--- src/rtl/core/prpd_pkg.sv ---
// Package for the run-length plane decoder: state encoding, controller and
// datapath interface structs, register indexes and fixed field widths.
// No dependencies.
`default_nettype none

package prpd_pkg;

    localparam int CfgWidth   = 11;
    localparam int CfgIdxBits = 3;
    localparam int AddrBits   = 22;
    localparam int PosBits    = 11;
    localparam int OutPosBits = 10;
    localparam int RunBits    = 6;
    localparam int RowStepBits = 14;

    localparam logic [CfgIdxBits-1:0] REG_IMAGE_WIDTH     = 3'd0;
    localparam logic [CfgIdxBits-1:0] REG_IMAGE_HEIGHT    = 3'd1;
    localparam logic [CfgIdxBits-1:0] REG_PLANE_COUNT     = 3'd2;
    localparam logic [CfgIdxBits-1:0] REG_BYTES_PER_PIXEL = 3'd3;

    localparam logic [1:0] RUN_MARK_BITS = 2'b11;

    typedef enum logic [1:0] {
        ST_CODE,
        ST_VALUE,
        ST_RUN,
        ST_DONE
    } state_t;

    typedef struct packed {
        logic restart;
        logic latch_count;
        logic emit;
        logic literal;
        logic run_start;
    } cmd_t;

    typedef struct packed {
        logic is_run_code;
        logic run_empty;
        logic run_single;
        logic run_last;
        logic completes;
        logic out_free;
    } status_t;

endpackage

`default_nettype wire

--- src/rtl/core/prpd_datapath.sv ---
// Datapath of the run-length plane decoder: configuration registers, walk
// position, run counter, address generation and the result register.
// Depends on prpd_pkg.
`default_nettype none

module prpd_datapath #(
    parameter int MAX_DIM = 1024
) (
    input  wire logic                                 aclk,
    input  wire logic                                 aresetn,
    input  wire logic                                 cfg_we,
    input  wire logic [prpd_pkg::CfgIdxBits-1:0]      cfg_index,
    input  wire logic [prpd_pkg::CfgWidth-1:0]        cfg_wdata,
    input  wire logic [7:0]                           s_code_byte,
    input  wire prpd_pkg::cmd_t                       cmd,
    output prpd_pkg::status_t                         status,
    output logic                                      m_valid,
    input  wire logic                                 m_ready,
    output logic [7:0]                                m_pixel_value,
    output logic [prpd_pkg::OutPosBits-1:0]           m_column,
    output logic [prpd_pkg::OutPosBits-1:0]           m_row,
    output logic [1:0]                                m_plane,
    output logic [prpd_pkg::AddrBits-1:0]             m_byte_address,
    output logic                                      m_last_of_run,
    output logic                                      m_image_complete
);

    localparam int CfgMax = (1 << prpd_pkg::CfgWidth) - 1;
    localparam int DimLim = (MAX_DIM > CfgMax) ? CfgMax : MAX_DIM;
    localparam logic [prpd_pkg::CfgWidth-1:0] DIM_LIM = prpd_pkg::CfgWidth'(DimLim);

    localparam int PB = prpd_pkg::PosBits;
    localparam int AB = prpd_pkg::AddrBits;
    localparam int RB = prpd_pkg::RunBits;

    logic [prpd_pkg::CfgWidth-1:0] width_reg, height_reg;
    logic [2:0]                    planes_reg, bpp_reg;

    logic [PB-1:0] w_eff, h_eff;
    logic [2:0]    np_eff, bpp_eff;

    logic [RB-1:0] pending_reg, pending_next;
    logic [7:0]    value_reg, value_next;
    logic [RB-1:0] rem_reg, rem_next;
    logic [PB-1:0] col_reg, col_next;
    logic [PB-1:0] row_reg, row_next;
    logic [1:0]    plane_reg, plane_next;
    logic [AB-1:0] row_base_reg, row_base_next;
    logic [AB-1:0] addr_reg, addr_next;

    logic          out_valid_reg, out_valid_next;
    logic [7:0]    out_value_reg;
    logic [prpd_pkg::OutPosBits-1:0] out_col_reg, out_row_reg;
    logic [1:0]    out_plane_reg;
    logic [AB-1:0] out_addr_reg;
    logic          out_last_reg, out_complete_reg;

    logic [PB-1:0] room;
    logic [RB-1:0] clip_n;
    logic          line_end, plane_last, row_last, elem_last;
    logic [prpd_pkg::RowStepBits-1:0] row_step;
    logic [AB-1:0] next_base;
    logic [7:0]    emit_value;
    logic          cfg_hit;

    always_comb begin
        if (width_reg == '0) begin
            w_eff = PB'(1);
        end else if (width_reg > DIM_LIM) begin
            w_eff = DIM_LIM;
        end else begin
            w_eff = width_reg;
        end
        if (height_reg == '0) begin
            h_eff = PB'(1);
        end else if (height_reg > DIM_LIM) begin
            h_eff = DIM_LIM;
        end else begin
            h_eff = height_reg;
        end
        if (planes_reg == 3'd0) begin
            np_eff = 3'd1;
        end else if (planes_reg > 3'd4) begin
            np_eff = 3'd4;
        end else begin
            np_eff = planes_reg;
        end
        if (bpp_reg < 3'd3) begin
            bpp_eff = 3'd3;
        end else if (bpp_reg > 3'd4) begin
            bpp_eff = 3'd4;
        end else begin
            bpp_eff = bpp_reg;
        end
    end

    assign cfg_hit = cfg_we && (cfg_index == prpd_pkg::REG_IMAGE_WIDTH
                             || cfg_index == prpd_pkg::REG_IMAGE_HEIGHT
                             || cfg_index == prpd_pkg::REG_PLANE_COUNT
                             || cfg_index == prpd_pkg::REG_BYTES_PER_PIXEL);

    always_ff @(posedge aclk) begin
        if (!aresetn) begin
            width_reg  <= prpd_pkg::CfgWidth'(1);
            height_reg <= prpd_pkg::CfgWidth'(1);
            planes_reg <= 3'd3;
            bpp_reg    <= 3'd3;
        end else if (cfg_hit) begin
            case (cfg_index)
                prpd_pkg::REG_IMAGE_WIDTH:     width_reg  <= cfg_wdata;
                prpd_pkg::REG_IMAGE_HEIGHT:    height_reg <= cfg_wdata;
                prpd_pkg::REG_PLANE_COUNT:     planes_reg <= cfg_wdata[2:0];
                prpd_pkg::REG_BYTES_PER_PIXEL: bpp_reg    <= cfg_wdata[2:0];
                default: ;
            endcase
        end
    end

    assign room     = w_eff - col_reg;
    assign clip_n   = ({{(PB-RB){1'b0}}, pending_reg} < room) ? pending_reg : room[RB-1:0];
    assign line_end   = (col_reg + PB'(1)) == w_eff;
    assign plane_last = ({1'b0, plane_reg} + 3'd1) >= np_eff;
    assign row_last   = (row_reg + PB'(1)) >= h_eff;
    assign row_step   = prpd_pkg::RowStepBits'(w_eff) * prpd_pkg::RowStepBits'(bpp_eff);
    assign next_base  = row_base_reg + AB'(row_step);
    assign emit_value = (cmd.literal || cmd.run_start) ? s_code_byte : value_reg;

    always_comb begin
        if (cmd.literal) begin
            elem_last = 1'b1;
        end else if (cmd.run_start) begin
            elem_last = (clip_n == RB'(1));
        end else begin
            elem_last = (rem_reg == RB'(1));
        end
    end

    assign status.is_run_code = (s_code_byte[7:6] == prpd_pkg::RUN_MARK_BITS);
    assign status.run_empty   = (clip_n == '0);
    assign status.run_single  = (clip_n == RB'(1));
    assign status.run_last    = (rem_reg == RB'(1));
    assign status.completes   = line_end && plane_last && row_last;
    assign status.out_free    = !out_valid_reg || m_ready;

    always_comb begin
        pending_next   = pending_reg;
        value_next     = value_reg;
        rem_next       = rem_reg;
        col_next       = col_reg;
        row_next       = row_reg;
        plane_next     = plane_reg;
        row_base_next  = row_base_reg;
        addr_next      = addr_reg;
        out_valid_next = out_valid_reg && !m_ready;
        if (cmd.restart) begin
            pending_next  = '0;
            rem_next      = '0;
            col_next      = '0;
            row_next      = '0;
            plane_next    = '0;
            row_base_next = '0;
            addr_next     = '0;
        end else begin
            if (cmd.latch_count) begin
                pending_next = s_code_byte[RB-1:0];
            end
            if (cmd.run_start) begin
                value_next = s_code_byte;
            end
            if (cmd.emit) begin
                out_valid_next = 1'b1;
                if (cmd.literal) begin
                    rem_next = '0;
                end else if (cmd.run_start) begin
                    rem_next = clip_n - RB'(1);
                end else begin
                    rem_next = rem_reg - RB'(1);
                end
                if (line_end) begin
                    col_next = '0;
                    if (plane_last) begin
                        plane_next    = '0;
                        row_base_next = next_base;
                        addr_next     = next_base;
                        row_next      = row_last ? '0 : row_reg + PB'(1);
                    end else begin
                        plane_next = plane_reg + 2'd1;
                        addr_next  = row_base_reg + AB'({1'b0, plane_reg} + 3'd1);
                    end
                end else begin
                    col_next  = col_reg + PB'(1);
                    addr_next = addr_reg + AB'(bpp_eff);
                end
            end
        end
    end

    always_ff @(posedge aclk) begin
        if (!aresetn) begin
            pending_reg   <= '0;
            rem_reg       <= '0;
            col_reg       <= '0;
            row_reg       <= '0;
            plane_reg     <= '0;
            row_base_reg  <= '0;
            addr_reg      <= '0;
            out_valid_reg <= 1'b0;
        end else begin
            pending_reg   <= pending_next;
            rem_reg       <= rem_next;
            col_reg       <= col_next;
            row_reg       <= row_next;
            plane_reg     <= plane_next;
            row_base_reg  <= row_base_next;
            addr_reg      <= addr_next;
            out_valid_reg <= out_valid_next;
        end
    end

    always_ff @(posedge aclk) begin
        value_reg <= value_next;
        if (cmd.emit) begin
            out_value_reg    <= emit_value;
            out_col_reg      <= col_reg[prpd_pkg::OutPosBits-1:0];
            out_row_reg      <= row_reg[prpd_pkg::OutPosBits-1:0];
            out_plane_reg    <= plane_reg;
            out_addr_reg     <= addr_reg;
            out_last_reg     <= elem_last;
            out_complete_reg <= elem_last && status.completes;
        end
    end

    assign m_valid          = out_valid_reg;
    assign m_pixel_value    = out_value_reg;
    assign m_column         = out_col_reg;
    assign m_row            = out_row_reg;
    assign m_plane          = out_plane_reg;
    assign m_byte_address   = out_addr_reg;
    assign m_last_of_run    = out_last_reg;
    assign m_image_complete = out_complete_reg;

    a_emit_slot_free: assert property (@(posedge aclk) disable iff (!aresetn)
        cmd.emit |-> (!out_valid_reg || m_ready))
        else $error("emit while result register is occupied");

    a_col_in_line: assert property (@(posedge aclk) disable iff (!aresetn)
        col_reg < w_eff)
        else $error("column outside the line");

    a_complete_is_last: assert property (@(posedge aclk) disable iff (!aresetn)
        (out_valid_reg && out_complete_reg) |-> out_last_reg)
        else $error("image end on a non-final result");

endmodule

`default_nettype wire

--- src/rtl/core/prpd_ctrl.sv ---
// Controller of the run-length plane decoder: code/value/run/done sequencing
// and input handshake. Drives datapath commands from its status.
// Depends on prpd_pkg.
`default_nettype none

module prpd_ctrl (
    input  wire logic               aclk,
    input  wire logic               aresetn,
    input  wire logic               cfg_restart,
    input  wire logic               s_valid,
    output logic                    s_ready,
    input  wire prpd_pkg::status_t  status,
    output prpd_pkg::cmd_t          cmd
);

    prpd_pkg::state_t state_reg, state_next;
    logic accept;

    assign accept = s_valid && s_ready;

    always_comb begin
        state_next = state_reg;
        case (state_reg)
            prpd_pkg::ST_CODE: begin
                if (accept) begin
                    if (status.is_run_code) begin
                        state_next = prpd_pkg::ST_VALUE;
                    end else if (status.completes) begin
                        state_next = prpd_pkg::ST_DONE;
                    end
                end
            end
            prpd_pkg::ST_VALUE: begin
                if (accept) begin
                    if (status.run_empty) begin
                        state_next = prpd_pkg::ST_CODE;
                    end else if (status.run_single) begin
                        state_next = status.completes ? prpd_pkg::ST_DONE : prpd_pkg::ST_CODE;
                    end else begin
                        state_next = prpd_pkg::ST_RUN;
                    end
                end
            end
            prpd_pkg::ST_RUN: begin
                if (status.out_free && status.run_last) begin
                    state_next = status.completes ? prpd_pkg::ST_DONE : prpd_pkg::ST_CODE;
                end
            end
            prpd_pkg::ST_DONE: state_next = prpd_pkg::ST_DONE;
            default: state_next = prpd_pkg::ST_CODE;
        endcase
        if (cfg_restart) begin
            state_next = prpd_pkg::ST_CODE;
        end
    end

    always_comb begin
        s_ready         = 1'b0;
        cmd             = '0;
        cmd.restart     = cfg_restart;
        case (state_reg)
            prpd_pkg::ST_CODE: begin
                s_ready         = status.out_free;
                cmd.latch_count = accept && status.is_run_code;
                cmd.literal     = accept && !status.is_run_code;
                cmd.emit        = accept && !status.is_run_code;
            end
            prpd_pkg::ST_VALUE: begin
                s_ready       = status.out_free;
                cmd.run_start = accept;
                cmd.emit      = accept && !status.run_empty;
            end
            prpd_pkg::ST_RUN: begin
                cmd.emit = status.out_free;
            end
            prpd_pkg::ST_DONE: begin
                s_ready = 1'b1;
            end
            default: ;
        endcase
    end

    always_ff @(posedge aclk) begin
        if (!aresetn) begin
            state_reg <= prpd_pkg::ST_CODE;
        end else begin
            state_reg <= state_next;
        end
    end

    a_no_input_in_run: assert property (@(posedge aclk) disable iff (!aresetn)
        (state_reg == prpd_pkg::ST_RUN) |-> !s_ready)
        else $error("input taken during a run");

    a_quiet_when_done: assert property (@(posedge aclk) disable iff (!aresetn)
        (state_reg == prpd_pkg::ST_DONE) |-> !cmd.emit)
        else $error("result after image end");

    a_run_from_value: assert property (@(posedge aclk) disable iff (!aresetn)
        ($rose(state_reg == prpd_pkg::ST_RUN) && !$past(cfg_restart))
            |-> $past(state_reg == prpd_pkg::ST_VALUE))
        else $error("run entered without a value byte");

endmodule

`default_nettype wire

--- src/rtl/core/pcx_rle_plane_decoder_core.sv ---
// Run-length plane decoder, top level.
// Input: s_valid/s_ready carry one code byte per transfer (s_code_byte).
// Output: m_valid/m_ready carry one decoded byte per transfer with its column,
// row, plane, interleaved buffer address and end-of-run / end-of-image flags.
// Config: cfg_we/cfg_index/cfg_wdata write image_width (0), image_height (1),
// plane_count (2), bytes_per_pixel (3); any such write restarts the walk.
// Timing: a literal byte appears on m_* in the cycle after its transfer.
// Throughput, while m_ready is high: literals one per cycle; a run code plus
// value byte yields its clipped count of results at one per cycle, first in
// the cycle after the value byte, with s_ready low until the run counter
// reaches its last result. A run code and a zero-length run give no result.
// Receiver stall: the single result register holds; s_ready drops until the
// result is taken. After the image ends, further bytes are taken and dropped.
// Reset: aresetn (synchronous, active low) restores the register defaults
// (width 1, height 1, 3 planes, 3 bytes per pixel) and restarts the walk.
// Depends on prpd_pkg, prpd_ctrl, prpd_datapath.
`default_nettype none

module pcx_rle_plane_decoder_core #(
    parameter int MAX_DIM = 1024
) (
    input  wire logic                                  aclk,
    input  wire logic                                  aresetn,
    input  wire logic                                  cfg_we,
    input  wire logic [prpd_pkg::CfgIdxBits-1:0]       cfg_index,
    input  wire logic [prpd_pkg::CfgWidth-1:0]         cfg_wdata,
    input  wire logic                                  s_valid,
    output logic                                       s_ready,
    input  wire logic [7:0]                            s_code_byte,
    output logic                                       m_valid,
    input  wire logic                                  m_ready,
    output logic [7:0]                                 m_pixel_value,
    output logic [prpd_pkg::OutPosBits-1:0]            m_column,
    output logic [prpd_pkg::OutPosBits-1:0]            m_row,
    output logic [1:0]                                 m_plane,
    output logic [prpd_pkg::AddrBits-1:0]              m_byte_address,
    output logic                                       m_last_of_run,
    output logic                                       m_image_complete
);

    prpd_pkg::cmd_t    cmd;
    prpd_pkg::status_t status;
    logic              cfg_restart;

    assign cfg_restart = cfg_we && (cfg_index == prpd_pkg::REG_IMAGE_WIDTH
                                 || cfg_index == prpd_pkg::REG_IMAGE_HEIGHT
                                 || cfg_index == prpd_pkg::REG_PLANE_COUNT
                                 || cfg_index == prpd_pkg::REG_BYTES_PER_PIXEL);

    prpd_ctrl u_ctrl (
        .aclk        (aclk),
        .aresetn     (aresetn),
        .cfg_restart (cfg_restart),
        .s_valid     (s_valid),
        .s_ready     (s_ready),
        .status      (status),
        .cmd         (cmd)
    );

    prpd_datapath #(
        .MAX_DIM (MAX_DIM)
    ) u_datapath (
        .aclk             (aclk),
        .aresetn          (aresetn),
        .cfg_we           (cfg_we),
        .cfg_index        (cfg_index),
        .cfg_wdata        (cfg_wdata),
        .s_code_byte      (s_code_byte),
        .cmd              (cmd),
        .status           (status),
        .m_valid          (m_valid),
        .m_ready          (m_ready),
        .m_pixel_value    (m_pixel_value),
        .m_column         (m_column),
        .m_row            (m_row),
        .m_plane          (m_plane),
        .m_byte_address   (m_byte_address),
        .m_last_of_run    (m_last_of_run),
        .m_image_complete (m_image_complete)
    );

endmodule

`default_nettype wire
--- config.mk ---
export PLATFORM = sky130hd
export DESIGN_NAME = pcx_rle_plane_decoder_core
export DESIGN_NICKNAME = d
export VERILOG_FILES = /design/src/rtl/core/prpd_pkg.sv /design/src/rtl/core/prpd_datapath.sv /design/src/rtl/core/prpd_ctrl.sv /design/src/rtl/core/pcx_rle_plane_decoder_core.sv
export SDC_FILE = /design/constraint.sdc
export NUM_CORES = 1
export LEC_CHECK = 0
export ABC_AREA = 1
export CAP_MARGIN = 15
export CORE_MARGIN = 2
export CORE_UTILIZATION = 30
export CTS_BUF_LIST = sky130_fd_sc_hd__clkbuf_16
export DETAILED_ROUTE_END_ITERATION = 8
export DONT_BUFFER_PORTS = 1
export GPL_TIMING_DRIVEN = 0
export SYNTH_ARGS = -nofsm -noshare
export SYNTH_HDL_FRONTEND = slang
export SYNTH_SLANG_ARGS = --single-unit
export TNS_END_PERCENT = 20
--- constraint.sdc ---
create_clock -name aclk -period 8.3 [get_ports aclk]
set_clock_uncertainty 0.15 [all_clocks]
set_input_delay 0.415 -clock aclk [delete_from_list [all_inputs] [get_ports aclk]]
set_output_delay 0.415 -clock aclk [all_outputs]
set_load 0.02 [all_outputs]
* Word-level counts from Yosys, hierarchy flattened
Index checks and enable logic that the tools add are counted.
** Word-level totals
- Input bits :: 27
- Word-level logic and storage cells :: 127
- Output and inout port bits :: 56
- Flip-flop bits (word level) :: 173
** Operators by class
- Bitwise operators :: 2
- Reductions and logical operators :: 35
- Eq/ne operators :: 14
- Multiply operators :: 1
- Add/subtract/negate cells :: 11
- Magnitude comparators :: 8
- Mux-type cells :: 35
** Operators with widths (number)
- $mux W11 :: 6
- $mux W22 :: 2
- $add A11 B1 Y11 const B :: 2
- $add A22 B14 Y22 :: 1
- $add A22 B22 Y22 :: 1
- $add A22 B3 Y22 :: 1
- $gt A11 B11 Y1 const B :: 2
- $logic_not A11 Y1 :: 2
- $mux W2 :: 9
- $mux W6 :: 3
- $mul A11 B3 Y14 :: 1
- $eq A6 B1 Y1 const B :: 2
- $mux W3 :: 4
- $reduce_and A2 Y1 :: 6
- $sub A6 B1 Y6 const B :: 2
- $eq A11 B11 Y1 :: 1
- $ge A11 B11 Y1 :: 1
- $lt A6 B11 Y1 :: 1
- $sub A11 B11 Y11 :: 1
- $logic_and A1 B1 Y1 :: 10
- $mux W8 :: 1
- $pmux W2 S4 :: 1
- $mux W1 :: 7
- $add A2 B1 Y3 const B :: 2
- other kinds (21) :: 37

* Depth between registers and ports, before layout
- Depth in word-level cells :: 12
- Depth in mapped cells :: 33
- Mapped depth without buffers :: 32

* Cells and area by module
A second synthesis with hierarchy kept.
** Second synthesis, totals
- Cells, all modules :: 1323
- Area total of the unflattened synthesis :: 10565.1 um2
** By module, submodules not included
- prpd_datapath :: cells each 1272, instances 1, area each 10299.9 um2, seq. area each 4003.8 um2
- prpd_ctrl :: cells each 49, instances 1, area each 255.2 um2, seq. area each 40.0 um2
- pcx_rle_plane_decoder_core :: cells each 2, instances 1, area each 10.0 um2, seq. area each 0.0 um2

* Least setup slack after synthesis
No wires, ideal clock.
- Path kind :: reg2reg
- Start :: register u_datapath.width_reg[6] in the netlist's numbering
- End :: register u_datapath.out_addr_reg[0], in the netlist u_datapath.m_byte_address[0] (enable)
- Library setup time :: 0.375 ns
- Arrival time :: 4.142 ns
- Period minus slack after synthesis :: 4.667 ns
- Path buffers :: 2
- Path slack :: 3.633 ns
- Cell stages (with the launch flop) :: 30
- Data required time :: 7.775 ns
- Path through :: dfxtp_1 inv_1 nand3_1 nor2_1 nor2_1 nor2_1 a21oi_1 ha_1 fa_1 inv_1 a31oi_1 xor2_1 ha_1 nand2_1 inv_1 nand2_1 nand3_1 nand2_1 a21oi_1 nand2_1 nor2_1 nand3_2 nand2_1 nand2_1 ha_1 nand3_2 o21bai_2 nand2_4 buf_6 buf_4
** RTL lines
- start, declared :: RTL line prpd_datapath.sv:36 : logic [prpd_pkg::CfgWidth-1:0] width_reg, height_reg;
- start signal, assigned :: RTL line prpd_datapath.sv:104 : width_reg <= prpd_pkg::CfgWidth'(1);
- start signal, assigned :: RTL line prpd_datapath.sv:110 : prpd_pkg::REG_IMAGE_WIDTH: width_reg <= cfg_wdata;
- end signal, assigned :: RTL line prpd_datapath.sv:227 : out_addr_reg <= addr_reg;
- end, declared :: RTL line prpd_datapath.sv:55 : logic [AB-1:0] out_addr_reg;

==> out/results.tsv <==
metric	value	unit
outcome	completed	
Post-synth top cells	341 x nand2_1, 187 x inv_1, 162 x nor2_1	
Hold WC Path Type	input pin to flop	
port bufs	0	
critical path class	flop to flop	
mean routed wirelength per cell	15.92	µm
CTS tree	built	
Nets	1651	
cell mode on critical path	nand2_1	
root buf cell	clkbuf_16	
Yosys cell types	48	
Leak	5.418	nW
vias post-DR	9991	
clk_lat worst skew	0.45	ns
Setup crit start kind	flop	
cell family with most CP delay	simple AND/OR/NAND/NOR gates	
Vias/cell	4.941	
RSZ-0062 raised after global routing	false	
biggest area consumer among synthesized cells	dfxtp_1	
power density over the cells	228.7	nW/µm²
largest net degree at the start of global routing	64	
die width	196.2	µm
Hold Vio Cnt, Final	0	
max-slew violations	0	
DIE AREA	38500	µm²
Tcrit/Tclk final	0.7128	
initial DRC count	765	
Pre-antenna DRT Iters	5	
post_cts resized	0	
GPL Wtd Cong	0.9109	
clock tree buffer depth	2	
critical path arrival	5.84	ns
Remaining DRCs	0	
clock sink count	171	
Post-DRT Antenna Nets	0	
Inst Count DP	1971	
sequential element share of the synthesized area	0.3648	
Initial Util	0.3035	
slowest CP cell	buf_4	
Reg clk slew, reported paths	0.08	ns
count leader, synth	nand2_1	
Worst EP required	8.23	ns
achievable frequency	0.1690	GHz
Synth Register Bits	171	
num ports	83	
critical path capture point type	flop	
WP buf/inv	5	
TNS Setup	0	ns
Synth top area share	0.1969	
Detail Placement HPWL	24310	µm
initial antenna violation count	0	
number of H-tree levels	4	
Max-Cap Viols	0	
final setup fails	0	
Worst-Margin Slew	0.8846	ns
GRT Util Overall	0.1696	
post-layout min period	5.916	ns
Async S/R FF share, synth	0	
std cell rows	70	
Syn Nets	1613	
CTS Buf Count	17	
fin util	0.3406	
Synth Flop Type	dfxtp_1	
mapped cell area	11080	µm²
Gate Count Post-Synth	1503	
Post-Route WL	32180	µm
slew margin rel.	0.4103	
layout cells sized above 1	0.05277	
slowest cell delay on critical path	0.70	ns
worst vdd ir	0.1564	mV
number of setup buffers added after CTS	0	
gr ovfl total	0	
first-pass GRT wire length	50930	µm
Area contributors post-synth	dfxtp_1 20%, edfxtp_1 17%, nand2_1 12%	
Die Span Y	196.2	µm
number of flops mapped to enable cells by yosys	62	
crit path max fanout	63	
n_diodes	0	
Yosys warnings	0	
core area	36520	µm²
number of global-route vias before repair	9385	
Non-Filler Instances	2022	
final hold slack	0.01565	ns
syn avg cell area	7.375	µm²
synthesis-to-finish area growth	12.24	%
[per-layer routing]
metal  share of wire  track usage
met3           0.068      0.04091
met2            0.44       0.2669
met4          0.0075      0.03423
met5               0            0
met1            0.49       0.2365
[cell usage in the layout, fill, tap and decap left out, types with 5 or more instances in the layout]
master         count
nor3_1            22
dfxtp_1          109
xor2_1            46
xnor2_1           19
or2_2             10
a31oi_1            7
nand4_1           19
buf_6              5
o21ai_1            9
buf_2             10
ha_1              59
a21oi_1          104
clkbuf_16         17
nand2_1          341
fa_1              24
dlygate4sd3_1     19
o21ai_0           85
inv_2              8
o21bai_1           5
clkbuf_1          32
nor4_1             6
inv_1            188
nor2_1           162
nand3b_1           6
nand3_1          123
edfxtp_1          62
[kinds of logic after synthesis]
family | after synthesis | share of synthesized area
simple gates | 704 | 0.2711
buf+inv | 249 | 0.08996
compound gates | 229 | 0.1098
flops | 171 | 0.3648
fa+ha+maj | 83 | 0.1099
xor+xnor | 66 | 0.05339
mux | 1 | 0.0009031
[power by group]
part,leakage [nW],total (mW),internal (mW),switching (mW)
clock,0.281,0.814,0.424,0.390
sequential,1.49,1.15,1.00,0.152
combinational,3.65,0.878,0.261,0.618
total,5.42,2.85,1.69,1.16
[final timing paths]
path	startpoint	endpoint	slack, ns	depth (start not counted)
hold / removal	cfg_wdata[1]	u_datapath.width_reg[1]$_SDFFE_PN0P_	0.02	2
setup / recovery	u_datapath.width_reg[10]$_SDFFE_PN0P_	u_datapath.m_byte_address[17]$_DFFE_PP_	2.38	27
hold reg to reg	u_datapath.width_reg[8]$_SDFFE_PN0P_	u_datapath.width_reg[8]$_SDFFE_PN0P_	0.33	2
setup reg to reg	u_datapath.width_reg[10]$_SDFFE_PN0P_	u_datapath.m_byte_address[17]$_DFFE_PP_	2.38	27
[metrics by stage]
stage                     setup WS, ns  power [mW]  cell area, µm²
final                            2.384       2.845           12440
after global routing             1.740       3.013           12440
after CTS                        2.394       2.861           12440
after detailed placement         2.428       2.033           11670
after global placement           2.539       2.022           11670
after floorplan                  3.633       1.750           11080
[layout make-up]
type                            instances  area, µm²
Buffer                                 51      252.7
Tap cell                              468      585.6
Sequential cell                       171       4044
Fill cell                            3844      24080
Clock buffer                           17      425.4
Multi-Input combinational cell       1083       6043
Inverter                              198      744.5
Clock inverter                         15      155.1
Timing Repair Buffer                   19      190.2
[what timing repair did]
action / in CTS / in global routing
endpoints found under the hold margin: 33 / 0
hold buffers: 19 / 0
endpoints found under the setup margin: 0 / 0
(Power assumes the default switching activity.)
